$ cat src/sv/srtl_pkg.sv
// Package for the sorted region table lookup block.
// Holds request kinds, status codes and the structs passed between the top level and its cells.
// No dependencies.
`timescale 1ns / 1ps

package srtl_pkg;

   // Request kinds.
   localparam logic [1:0] KIND_LOOKUP = 2'd0;
   localparam logic [1:0] KIND_INSERT = 2'd1;
   localparam logic [1:0] KIND_CLEAR  = 2'd2;

   // Response status codes.
   localparam logic [1:0] STATUS_OK      = 2'd0;
   localparam logic [1:0] STATUS_EMPTY   = 2'd1;
   localparam logic [1:0] STATUS_OVERLAP = 2'd2;
   localparam logic [1:0] STATUS_FULL    = 2'd3;

   // Control from the sequencer to every cell.
   typedef struct packed {
      logic eval;     // register the comparisons against the held request
      logic shift_in; // commit an accepted insert: load or shift
   } cell_ctrl_type;

   // Per-cell result flags back to the top level.
   typedef struct packed {
      logic hit;      // lookup address lies inside this cell's region
      logic overlap;  // insert candidate overlaps this cell's region
   } cell_stat_type;

endpackage

$ cat src/sv/srtl_cell.sv
// One cell of the sorted region table: a region plus its comparators.
// Depends on srtl_pkg for the control and status structs.
`timescale 1ns / 1ps

module srtl_cell #(
   parameter int ADDR_WIDTH = 39,
   parameter int CNT_WIDTH  = 5,
   parameter int INDEX      = 0
) (
   input  logic                          clock,
   input  srtl_pkg::cell_ctrl_type       ctrl,
   input  logic [ADDR_WIDTH-1:0]         req_address,
   input  logic [ADDR_WIDTH-1:0]         req_region_end,
   input  logic [7:0]                    req_region_flags,
   input  logic [CNT_WIDTH-1:0]          used_count,
   input  logic                          left_le,
   input  logic [ADDR_WIDTH-1:0]         left_start,
   input  logic [ADDR_WIDTH-1:0]         left_end,
   input  logic [7:0]                    left_flags,
   input  logic                          right_le,
   output logic                          le,
   output logic [ADDR_WIDTH-1:0]         cell_start,
   output logic [ADDR_WIDTH-1:0]         cell_end,
   output logic [7:0]                    cell_flags,
   output srtl_pkg::cell_stat_type       stat
);

   logic                  active;
   logic                  le_ff, le_in;
   logic                  below_ff, below_in;
   logic                  eover_ff, eover_in;
   logic [ADDR_WIDTH-1:0] start_ff, start_in;
   logic [ADDR_WIDTH-1:0] end_ff, end_in;
   logic [7:0]            flags_ff, flags_in;

   assign active = CNT_WIDTH'(INDEX) < used_count;

   always_comb begin
      le_in    = le_ff;
      below_in = below_ff;
      eover_in = eover_ff;
      if (ctrl.eval) begin
         le_in    = active && (start_ff <= req_address);
         below_in = active && (req_address < end_ff);
         eover_in = active && (req_region_end > start_ff);
      end
   end

   // Cells before the insert point keep their region, the cell at it takes the
   // new one and every cell after it takes its left neighbour's region.
   always_comb begin
      start_in = start_ff;
      end_in   = end_ff;
      flags_in = flags_ff;
      if (ctrl.shift_in && !le_ff) begin
         if (left_le) begin
            start_in = req_address;
            end_in   = req_region_end;
            flags_in = req_region_flags;
         end else begin
            start_in = left_start;
            end_in   = left_end;
            flags_in = left_flags;
         end
      end
   end

   always_ff @(posedge clock) begin
      le_ff    <= le_in;
      below_ff <= below_in;
      eover_ff <= eover_in;
      start_ff <= start_in;
      end_ff   <= end_in;
      flags_ff <= flags_in;
   end

   assign le         = le_ff;
   assign cell_start = start_ff;
   assign cell_end   = end_ff;
   assign cell_flags = flags_ff;

   // The last region at or below the new start must end at or before it; the
   // first region above the new start must begin at or after the new end.
   assign stat.hit     = le_ff && below_ff;
   assign stat.overlap = (le_ff && !right_le && below_ff) || (!le_ff && left_le && eover_ff);

endmodule

$ cat config.mk
export PLATFORM = sky130hd
export DESIGN_NAME = srtl_cell
export DESIGN_NICKNAME = d
export VERILOG_FILES = /design/src/sv/srtl_pkg.sv /design/src/sv/srtl_cell.sv
export SDC_FILE = /design/constraint.sdc
export NUM_CORES = 1
export LEC_CHECK = 0
export BUFFER_PORTS_ARGS = -buffer_cell sky130_fd_sc_hd__buf_2
export CORE_MARGIN = 2
export CORE_UTILIZATION = 45
export DETAILED_ROUTE_END_ITERATION = 8
export GPL_TIMING_DRIVEN = 0
export PLACE_DENSITY_LB_ADDON = 0.2
export SETUP_SLACK_MARGIN = 0.05
export SYNTH_ARGS = -nofsm -noshare
export SYNTH_HDL_FRONTEND = slang
export SYNTH_SLANG_ARGS = --single-unit
$ cat constraint.sdc
create_clock -name clock -period 6.15 [get_ports clock]
set_input_delay 0.3075 -clock clock [delete_from_list [all_inputs] [get_ports clock]]
set_output_delay 0.3075 -clock clock [all_outputs]
set_load 0.01 [all_outputs]
# Word-level counts from Yosys, hierarchy flattened

Cells that the tools add are included.

Reduce and logical (&&, ||, !) cells: 12
Muxes and demuxes: 3
Magnitude comparators: 4

Operator list:

| cell                                              | number |
|---|---|
| two-way mux 39 bit                                | 2 |
| > comparator 39 bit                               | 1 |
| less-or-equal comparator 39 bit                   | 1 |
| < comparator 39 bit                               | 1 |
| logical AND 1 bit                                 | 9 |
| two-way mux 8 bit                                 | 1 |
| < comparator 1 x 5 -> 1 bit, first input constant | 1 |
| logical NOT 1 bit                                 | 2 |
| logical OR 1 bit                                  | 1 |

Flip-flop bits (word level): 89
Word-level logic and storage cells: 25
Output and inout port bits: 89

# Logic depth before layout (Yosys ltp)

Gate-level depths: netlist (run 1).

Word-level depth: 4
Gate-level depth with buffers: 8
Mapped depth without buffers: 8

# Worst setup path after synthesis (run 1)

Ideal clock, no wire load.

Path kind: register to register
Start point: register le_ff, in the netlist le
End point: register end_ff[0], in the netlist cell_end[0] (enable)
Arrival: 4.268 ns
Data required time: 5.610 ns
Buffers on the path: 0
Stages on the path, launching flop included: 2
Slack: 1.343 ns
Period minus slack after synthesis: 4.807 ns
Path through: edfxtp_1 -> nor2b_1

Longest elaborated chain between the ends: 2

RTL lines:

| element                | RTL line        | text |
|---|---|---|
| start, declared        | srtl_cell.sv:29 | `logic le_ff, le_in;` |
| start signal, assigned | srtl_cell.sv:69 | `le_ff <= le_in;` |
| logical NOT 1 bit      | srtl_cell.sv:55 | `if (ctrl.shift_in && !le_ff) begin` |
| logical AND 1 bit      | srtl_cell.sv:55 |  |
| end signal, assigned   | srtl_cell.sv:73 | `end_ff <= end_in;` |
| end, declared          | srtl_cell.sv:33 | `logic [ADDR_WIDTH-1:0] end_ff, end_in;` |

Every way passes these cells.
A chain may end at the register's enable or synchronous reset.

# Worst setup path after layout (run 1)

Start point: register end_ff[22], in the netlist cell_end[22]
End point: register below_ff (data pin)

Longest elaborated chain between the ends: 2

RTL lines:

| element              | RTL line        | text |
|---|---|---|
| < comparator 39 bit  | srtl_cell.sv:44 | `below_in = active && (req_address < end_ff);` |
| logical AND 1 bit    | srtl_cell.sv:44 |  |
| end signal, assigned | srtl_cell.sv:70 | `below_ff <= below_in;` |
| end, declared        | srtl_cell.sv:30 | `logic below_ff, below_in;` |

Every way passes these cells.

==> reports/qor.txt, run 1 <==
status: finished, final reports clean
most frequent cell after synthesis: inv_1
Post-synth EDFFs: 89
io pins: 271
fin crit share: 37.52%
max incr delay on CP: 0.48 ns
FF-to-FF setup slack: 3.84 ns
DR pass1 iterations: 4
setup slack after layout: 3.842 ns
share of layout cells above drive strength 1: 43.18%
Total GRT Usage: 22.98%
Setup CP Type: reg -> reg
top sig layer: met5
# fillers: 1,301
Ys Warns: 0
CP Capture Type: register
#FFs+latches synth: 89
clock skew: 0.006605 ns
Core ar.: 0.01448 mm²
Slew Limit Fails: 0
post-synth cell types: 41
CP most frequent cell: nand4_1
global-route wire length before repair: 28,370 µm
pwr dens: 191.8 mW/mm²
row count: 44
Syn Area/Cell: 11.06 µm²
Post-DP Area: 0.008284 mm²
synthesized area: 0.006660 mm²
post-synth top area share: 40.13%
main flop type after synthesis: edfxtp_1
post-CTS setup buffers: 0
largest net degree at the start of global routing: 33
post-route cell area: 0.008562 mm²
origin of the critical flop-to-flop path: cell_end[22]$_DFFE_PP_
dominant cells by area after synthesis: edfxtp_1 40%, ha_1 22%, mux2_2 15%
Placed Instances: 1,057
post-route antenna net violation count: 0
Post-DP HPWL: 14,920 µm
hold_buf cts: 0
worst hold path type: in -> reg
CTS tree: built
Routed WL: 17,890 µm
Worst setup SP type: register
clk slew on worst S/H paths: 0.06 ns
Worst Tran Pin Value: 0.7969 ns
Clock Tree Root: clkbuf_16
PostCTS Resize Cnt: 0
CP max stage cell: nor4_1
Synth Instances: 602
Cells on Worst Hold Path: 1
Hold WS: 0.1997 ns
met1 WL: 7730 µm
worst hold endpoint: below_ff$_DFFE_PP_
drt first-iter violations: 222
CP Data Required Time: 6.23 ns
Layout Utilization: 59.13%
RR Endpoint: below_ff$_DFFE_PP_
vias in the first global route: 5,534
Vias/cell: 5.081
maximum clock frequency: 433.3 MHz
setup TNS: 0 ns
area delta synth->final: 28.56%
Seq/Total Area, Yosys: 40.13%
Nets: 1,182
CTS Sinks: 89
Mapped Nets: 900
vias: 5,447
RePlAce Congestion: 0.8230
final worst path period need: 2.308 ns
WL met2: 8443 µm
CTS Buf Count: 9
setup violators final: 0
die width: 125.7 µm
Max-Cap Viols: 0
Hold Crit Start: ctrl[1]
Post-synth ARST share: 0%
Power Total: 1.642 mW
top cells by count, synth: 118 x inv_1, 116 x ha_1, 89 x edfxtp_1, 86 x mux2_2, 43 x a21oi_1
final hold violation count: 0
dpl ws: 3.797 ns
Die H: 125.7 µm
met3 routed WL: 1446 µm
RSZ-0062 raised after global routing: no
number of port buffers: 269
Max clock buf depth: 2
worst-path cell chain: inv_1, ha_1, nand4_1, nor4_1, or3b_1, nand4_1, a21boi_1
Worst VDD drop: 0.1316 mV
CP arrival: 2.38 ns
Max-slew headroom: 46.76%
die area: 0.01579 mm²
WL per Instance: 16.69 µm
H-Tree Depth: 3
initial antenna violation count: 2
cell taking the most area after synthesis: edfxtp_1
final non-filler cell total: 1,072
grt ovf: 0
R2R depth: 7
Initial Util: 46.00%
P_leak: 4.319 nW
CP Max Fanout: 3
DRC viols: 0
Worst-Skew Late Latency: 0.35 ns
[layout make-up]
class                   count  area, µm²  share of cell area, %
multi-input cells         385       3503                  40.92
flip-flops and latches     89       2673                  31.21
repair buffers            271       1386                  16.19
inverters                 118      442.9                  5.173
well taps                 184      230.2                  2.689
clock buffers              10      229.0                  2.674
plain buffers              10      48.80                 0.5699
clock inverters             4      46.29                 0.5407
diodes                      1      2.502                0.02923
[placed cells by master (no fill, tap or decap), types with 2 or more instances in the layout]
cell	synthesis	layout
buf_2	9	278
inv_1	118	118
ha_1	116	116
edfxtp_1	89	89
mux2_2	86	86
a21oi_1	43	43
nand2_1	25	25
nand4_1	17	17
nand3_1	16	16
a21o_1	11	11
o21ai_0	9	9
nor2_1	9	9
clkbuf_16	0	9
a211oi_1	7	7
nor3_1	4	4
o21ai_1	3	3
nor4_1	3	3
a221o_1	3	3
clkbuf_1	1	2
o21a_1	2	2
o211ai_1	2	2
and2_1	2	2
nand3b_1	2	2
and4_1	2	2
a221oi_1	2	2
nor2b_1	3	2
a31oi_1	2	2
a2111oi_0	2	2
buf_12	0	2
[cell families (layout without fill, tap and decap cells)]
kind of cell,count (synthesis),count (layout),share of synthesized area (%)
DFF,89,89,40.13
muxes,87,87,14.69
other,0,1,0
AOI/OAI and AO/OA,93,93,8.754
and+or+nand+nor,89,89,7.252
buffers and inverters,128,413,7.383
adders and majority gates,116,116,21.79
[flip-flops by register name, indices dropped and copies added, names as in the netlist]
signal and count:
eover_ff 1, cell_end 39, cell_flags 8, cell_start 39
le 1, below_ff 1
[where the power goes]
group          internal, mW  total, mW  switching [mW]  leakage [nW]
combinational         0.179      0.364           0.186          3.36
sequential            0.712      0.732          0.0207         0.827
clock                 0.309      0.546           0.237         0.132
[worst max-delay path: cells and delay by family (launching register included)]
| family | cells | cell delay (ns) |
|---|---|---|
| buffers and inverters | 1 | 0.07 |
| AND/OR/NAND/NOR | 4 | 1.14 |
| flip-flops | 1 | 0.45 |
| adder cells (fa/ha/maj) | 1 | 0.29 |
| AO/OA/AOI/OAI | 1 | 0.09 |
[how the worst max path moves through the flow]
stage | startpoint | to | cells after the start
after floorplan | le$_DFFE_PP_ | cell_end[0]$_DFFE_PP_ | 1
after global placement | le$_DFFE_PP_ | cell_end[15]$_DFFE_PP_ | 1
after detailed placement | req_address[24] | below_ff$_DFFE_PP_ | 7
after CTS | cell_end[22]$_DFFE_PP_ | below_ff$_DFFE_PP_ | 7
after global routing | cell_end[22]$_DFFE_PP_ | below_ff$_DFFE_PP_ | 7
final | cell_end[22]$_DFFE_PP_ | below_ff$_DFFE_PP_ | 7
[per-layer routing]
layer  up-vias  global-route usage (%)
met1      2481                   29.29
met4         2                   6.928
met3        16                   6.075
li1       2753                       -
met2       195                   38.44
met5         -                       0
(Power assumes the default switching activity.)
==> run 2: changes to the inputs <==
==> constraint.sdc (replaced) <==
create_clock -name clock -period 2.2 [get_ports clock]
set_input_delay 0.11 -clock clock [delete_from_list [all_inputs] [get_ports clock]]
set_output_delay 0.11 -clock clock [all_outputs]
set_load 0.01 [all_outputs]
==> run 2 against run 1 <==
Against the previous run: non-clock buffer count rose by 7; maximum frequency rose by 6.6%; clock-buffer cell count fell by 1; total power rose to 2.8 times the previous value; flip-flop and latch count did not move; global-route usage rose by 0.25 points; design area rose by 2.1%; sequential share of layout area fell by 0.66 points; combinational power rose to 2.9 times the previous value; wire length rose by 1.8%; clock skew barely moved; worst setup slack got worse by 3.8 ns; highest routed layer is now met4.
==> reports/qor.txt, run 2 (synthesis gave the netlist of run 1 again) <==
status: finished, final reports clean
CP Capture Type: register
CP Data Required Time: 2.30 ns (-3.93 ns)
CTS tree: built
Multi-input gate area: 0.003615 mm² (+3.2%)
grt ovf: 0 (unchanged)
P_leak: 4.390 nW (+1.7%)
share of layout cells above drive strength 1: 45.76% (+2.6 points)
WL per Instance: 16.83 µm (+0.84%)
row count: 44 (unchanged)
hold_buf cts: 0 (unchanged)
die area: 0.01579 mm² (unchanged)
H-Tree Depth: 3 (unchanged)
initial antenna violation count: 1 (-1)
Clock Tree Root: clkbuf_16
vias: 5,522 (+1.4%)
Worst-Skew Late Latency: 0.35 ns (about the same)
Nets: 1,189 (+0.59%)
CTS Sinks: 89 (unchanged)
Hold Crit Start: ctrl[1]
Vias/cell: 5.104 (+0.44%)
CP arrival: 2.27 ns (-0.11 ns)
Comb pwr share: 23.2% (+1.0 points)
post-route antenna net violation count: 0 (unchanged)
final hold violation count: 0 (unchanged)
area delta synth->final: 31.32%
register area: 0.002673 mm² (unchanged)
worst-path cell chain: inv_2, ha_4, and2_4, a221o_1, a221oi_2, o21ai_2, a31oi_1, a21oi_1
commonest non-fill, non-tap cells in the layout: 278 x buf_2, 115 x inv_1, 112 x ha_1, 89 x edfxtp_1, 86 x mux2_2
global-route wire length before repair: 28,660 µm (+1.0%)
worst hold endpoint: le$_DFFE_PP_
clk slew on worst S/H paths: 0.07 ns (about the same)
Routed WL: 18,210 µm (+1.8%)
FF-to-FF setup slack: 0.04 ns (-3.81 ns)
max incr delay on CP: 0.45 ns (-0.03 ns)
RSZ-0062 raised after global routing: yes
dpl ws: -0.09835 ns (-3.896 ns)
CP max stage cell: edfxtp_1
Setup CP Type: reg -> reg
largest net degree at the start of global routing: 35 (+6.1%)
Initial Util: 46.00% (unchanged)
Max-Cap Viols: 0 (unchanged)
Clk network pwr share: 32.1% (-1.1 points)
R2R depth: 8 (+1)
fin crit share: 98.36% (+61 points)
Die H: 125.7 µm (unchanged)
Total GRT Usage: 23.23% (+0.25 points)
final worst path period need: 2.164 ns (-0.1439 ns)
cell-internal power: 3.278 mW (+170%)
Worst VDD drop: 0.3806 mV (+190%)
origin of the critical flop-to-flop path: cell_start[10]$_DFFE_PP_
DRC viols: 0 (unchanged)
Power Total: 4.580 mW (+180%)
setup slack after layout: 0.03617 ns (-3.806 ns)
die width: 125.7 µm (unchanged)
sequential power share: 44.7% (about the same)
number of port buffers: 269 (unchanged)
worst hold path type: in -> reg
pwr dens: 523.6 mW/mm² (+170%)
CP delay by family, top: compound AO/OA/AOI/OAI gates
Max-slew headroom: 69.66% (+23 points)
Layout Utilization: 60.40% (+1.3 points)
Buf+Inv Stages, Crit Path: 1 (unchanged)
vias in the first global route: 5,618 (+1.5%)
Cells on Worst Hold Path: 1 (unchanged)
switch share: 28.43% (+1.4 points)
Worst Tran Pin Value: 0.4540 ns (-0.3429 ns)
Levels on crit path: 8 (+1)
Slew Limit Fails: 0 (unchanged)
RePlAce Congestion: 0.7971 (-3.1%)
DR pass1 iterations: 4 (unchanged)
Post-DP HPWL: 14,970 µm (+0.36%)
Max clock buf depth: 2 (unchanged)
CTS Buf Count: 9 (unchanged)
setup violators final: 0 (unchanged)
CP Max Fanout: 3 (unchanged)
clock skew: 0.007082 ns (+0.0004765 ns)
maximum clock frequency: 462.1 MHz (+6.6%)
Core ar.: 0.01448 mm² (unchanged)
RR Endpoint: eover_ff$_DFFE_PP_
Net Switching: 1.302 mW (+190%)
Hold WS: 0.01594 ns (-0.1838 ns)
most common cell after layout, fill and taps aside: buf_2
io pins: 271 (unchanged)
# fillers: 1,313 (+0.92%)
drt first-iter violations: 163 (-27%)
Worst setup SP type: register
==> run 2: cell count changes in the layout (fill, tap and decap cells not counted), moves of 2 or more <==
cell	previous run	this run
inv_1	118	115
nor4_1	3	1
inv_2	0	3
a211oi_2	0	2
and2_4	0	2
ha_1	116	112
ha_4	0	4
and2_1	2	0
buf_4	0	6
nor4_4	1	3
clkinv_4	0	2
a211oi_1	7	5
clkinv_2	1	3
==> run 2: cell type report <==
cell class | count | area share (%)
flip-flops and latches | 89 | 30.56
diodes | 2 | 0.05722
clock inverters | 7 | 0.5436
repair buffers | 278 | 16.68
plain buffers | 10 | 0.5579
well taps | 184 | 2.632
inverters | 118 | 5.064
clock buffers | 9 | 2.575
multi-input cells | 385 | 41.33
==> run 2: repair_timing <==
item / CTS / global route
gates cloned: 0 / 0
endpoints found under the setup margin: 3 / 3
pin swaps: 8 / 5
buffers inserted: 4 / 2
gates resized for setup: 11 / 9
==> run 2: layer usage <==
metal,vias to the layer above,global-route usage (%),wire length [µm]
met2,195,38.95,8644
li1,2775,-,-
met3,19,5.438,1322
met1,2533,29.93,7994
met4,0,7.124,248
met5,-,0,0
==> run 2: worst max-delay path by stage <==
stage / startpoint / endpoint / slack, ns
global placement: le$_DFFE_PP_ / cell_end[13]$_DFFE_PP_ / -0.69
finish: cell_start[10]$_DFFE_PP_ / eover_ff$_DFFE_PP_ / 0.04
detailed placement: cell_start[8]$_DFFE_PP_ / eover_ff$_DFFE_PP_ / -0.1
CTS: cell_start[9]$_DFFE_PP_ / eover_ff$_DFFE_PP_ / 0.02
floorplan: le$_DFFE_PP_ / cell_end[0]$_DFFE_PP_ / -0.03
global route: cell_start[10]$_DFFE_PP_ / eover_ff$_DFFE_PP_ / -0.05
==> run 2: stage by stage <==
stage / TNS, ns / area [µm²] / instances
floorplan: -2.342 / 6668 / 602
global placement: -59.24 / 8244 / 1055
detailed placement: -0.1928 / 8312 / 1058
CTS: 0 / 8671 / 1078
global route: -0.07204 / 8741 / 1080
finish: 0 / 8746 / 1082
==> run 2: worst register-to-register path: stages, from the launching register on <==
cell and delay, ns:
edfxtp_1 0.45, inv_2 0.10, ha_4 0.19, and2_4 0.13, a221o_1 0.34, a221oi_2 0.34
o21ai_2 0.13, a31oi_1 0.15, a21oi_1 0.09
==> run 2: power by group through the flow <==
stage / clock network, mW / logic, mW / registers (mW)
finish: 1.47 / 1.06 / 2.05
CTS: 1.50 / 1.06 / 2.05
global route: 1.56 / 1.20 / 2.06
global placement: 0 / 0.994 / 2.09
floorplan: 0 / 0.546 / 2.11
detailed placement: 0 / 1.03 / 2.08
==> run 3: changes to the inputs <==
--- a/config.mk
+++ b/config.mk
@@ -6,8 +6,10 @@
 export NUM_CORES = 1
 export LEC_CHECK = 0
 export BUFFER_PORTS_ARGS = -buffer_cell sky130_fd_sc_hd__buf_2
+export CELL_PAD_IN_SITES_DETAIL_PLACEMENT = 0
+export CELL_PAD_IN_SITES_GLOBAL_PLACEMENT = 1
 export CORE_MARGIN = 2
-export CORE_UTILIZATION = 45
+export CORE_UTILIZATION = 37
 export DETAILED_ROUTE_END_ITERATION = 8
 export GPL_TIMING_DRIVEN = 0
 export PLACE_DENSITY_LB_ADDON = 0.2
==> run 3 against run 2 <==
Against the previous run: the flow now finishes with violations (negative setup slack); highest routed layer is now met5; utilization fell by 11 points; die area rose by 21%; register-to-register slack got worse by 0.08 ns; sequential power barely moved; total power rose by 2.9%; flip-flop and latch count did not move; wire length rose by 6.0%; critical endpoint is now le$_DFFE_PP_; largest cell class unchanged; first-iteration DRC count rose by 6.1%; design area rose by 1.3%.
==> reports/qor.txt, run 3 (synthesis gave the netlist of run 1 again) <==
H-Tree Depth: 3 (unchanged)
WL met2: 9287 µm (+7.4%)
Worst VDD drop: 0.4849 mV (+27%)
Max clock buf depth: 2 (unchanged)
final hold violation count: 0 (unchanged)
Hold WS: 0.06166 ns (+0.04572 ns)
vias: 5,601 (+1.4%)
met1 WL: 8510 µm (+6.5%)
io pins: 271 (unchanged)
CTS tree: built
Power Total: 4.713 mW (+2.9%)
origin of the critical flop-to-flop path: cell_start[10]$_DFFE_PP_
grt ovf: 0 (unchanged)
commonest non-fill, non-tap cells in the layout: 278 x buf_2, 116 x inv_1, 111 x ha_1, 89 x edfxtp_1, 86 x mux2_2
met3 routed WL: 1280 µm (-3.2%)
DR pass1 iterations: 4 (unchanged)
CTS Buf Count: 9 (unchanged)
CTS Sinks: 89 (unchanged)
worst hold path type: in -> reg
global-route wire length before repair: 29,700 µm (+3.6%)
share of layout cells above drive strength 1: 45.66% (-0.10 points)
WL per Instance: 17.10 µm (+1.6%)
Max-Cap Viols: 0 (unchanged)
P_leak: 4.408 nW (+0.40%)
Worst Tran Pin Value: 0.3869 ns (-0.06707 ns)
FF-to-FF setup slack: -0.05 ns (-0.08 ns)
maximum clock frequency: 444.9 MHz (-3.7%)
die area: 0.01909 mm² (+21%)
Total GRT Usage: 19.70% (-3.5 points)
Layout Utilization: 49.65% (-11 points)
DRC viols: 0 (unchanged)
die width: 138.2 µm (+10%)
Routed WL: 19,300 µm (+6.0%)
Worst setup SP type: register
setup violators final: 2 (+2)
Setup CP Type: reg -> reg
Core ar.: 0.01784 mm² (+23%)
most common cell after layout, fill and taps aside: buf_2
Nets: 1,191 (+0.17%)
RR Endpoint: le$_DFFE_PP_
drt first-iter violations: 173 (+6.1%)
failing checks: negative setup slack
final worst path period need: 2.248 ns (+0.08396 ns)
pwr dens: 532.1 mW/mm² (+1.6%)
clk slew on worst S/H paths: 0.07 ns (about the same)
CP Data Required Time: 2.36 ns (+0.06 ns)
Post-DP HPWL: 16,140 µm (+7.8%)
CP Capture Type: register
Clock Tree Root: clkbuf_16
Hold Crit Start: left_end[15]
CP Max Fanout: 3 (unchanged)
RePlAce Congestion: 0.8706 (+9.2%)
vias in the first global route: 5,776 (+2.8%)
Worst-Skew Late Latency: 0.34 ns (about the same)
setup TNS: -0.08792 ns (-0.08792 ns)
worst hold endpoint: cell_end[15]$_DFFE_PP_
RSZ-0062 raised after global routing: yes
Cells on Worst Hold Path: 2 (+1)
initial antenna violation count: 4 (+3)
fin crit share: 102.2% (+3.8 points)
Slew Limit Fails: 0 (unchanged)
largest net degree at the start of global routing: 34 (-2.9%)
clock skew: 0.01203 ns (+0.004944 ns)
area delta synth->final: 32.99%
dpl ws: -0.1336 ns (-0.03521 ns)
Initial Util: 37.33% (-8.7 points)
row count: 49 (+11%)
Die H: 138.2 µm (+10%)
CP arrival: 2.41 ns (+0.14 ns)
status: complete, but fails checks
top sig layer: met5
setup slack after layout: -0.04779 ns (-0.08396 ns)
number of port buffers: 269 (unchanged)
R2R depth: 9 (+1)
Max-slew headroom: 73.54% (+3.9 points)
post-route antenna net violation count: 0 (unchanged)
Vias/cell: 4.961 (-2.8%)
==> run 3: power by group <==
part           total (mW)  leakage [nW]  switching (mW)  internal, mW
clock                1.58         0.146           0.699         0.882
combinational        1.08          3.44           0.551         0.533
sequential           2.05         0.827          0.0597          1.99
==> run 3: what timing repair did <==
| action | 4_1_cts | 5_1_grt |
|---|---|---|
| hold endpoints to repair | 3 | 0 |
| gates resized for setup | 7 | 14 |
| pin swaps | 4 | 11 |
| setup endpoints to repair | 3 | 3 |
| hold buffers | 1 | 0 |
| setup buffers | 2 | 5 |
==> run 3: critical path, stage by stage, from the launching register on <==
cell	delay (ns)
edfxtp_1	0.45
buf_4	0.17
buf_6	0.11
ha_4	0.26
nand4_1	0.13
nor4_4	0.35
and2_4	0.20
a21o_1	0.11
a21oi_1	0.04
a211oi_1	0.24
==> run 3: per-layer routing <==
| layer | up-vias | GRT usage [%] |
|---|---|---|
| met3 | 14 | 6.062 |
| li1 | 2771 | - |
| met1 | 2632 | 24.33 |
| met2 | 180 | 33.95 |
| met4 | 4 | 4.404 |
| met5 | - | 0 |
==> run 3: layout make-up <==
cell class                 count  area [µm²]
fill                        1693        8984
multi-input combinational    385        3626
sequential                    89        2673
timing repair buffer         280        1480
inverter                     118       442.9
tap                          229       286.5
clock buffer                   9       225.2
clock inverter                 7       70.07
buffer                        10       48.80
antenna                        2       5.005
==> run 3: worst max path at each step <==
stage / startpoint / endpoint / slack (ns) / cells after the start
floorplan: le$_DFFE_PP_ / cell_end[0]$_DFFE_PP_ / -0.03 / 1
global route: cell_start[10]$_DFFE_PP_ / eover_ff$_DFFE_PP_ / -0.14 / 8
CTS: cell_start[10]$_DFFE_PP_ / eover_ff$_DFFE_PP_ / -0.02 / 8
detailed placement: cell_start[8]$_DFFE_PP_ / eover_ff$_DFFE_PP_ / -0.13 / 8
global placement: le$_DFFE_PP_ / cell_end[13]$_DFFE_PP_ / -0.68 / 1
finish: cell_start[10]$_DFFE_PP_ / le$_DFFE_PP_ / -0.05 / 9
==> run 3: metrics by stage <==
stage,cells,area (µm²)
4_1_cts,1122,8722
3_5_place_dp,1103,8368
6_report,1129,8857
5_1_grt,1128,8855
3_3_place_gp,1100,8300
2_1_floorplan,602,6668
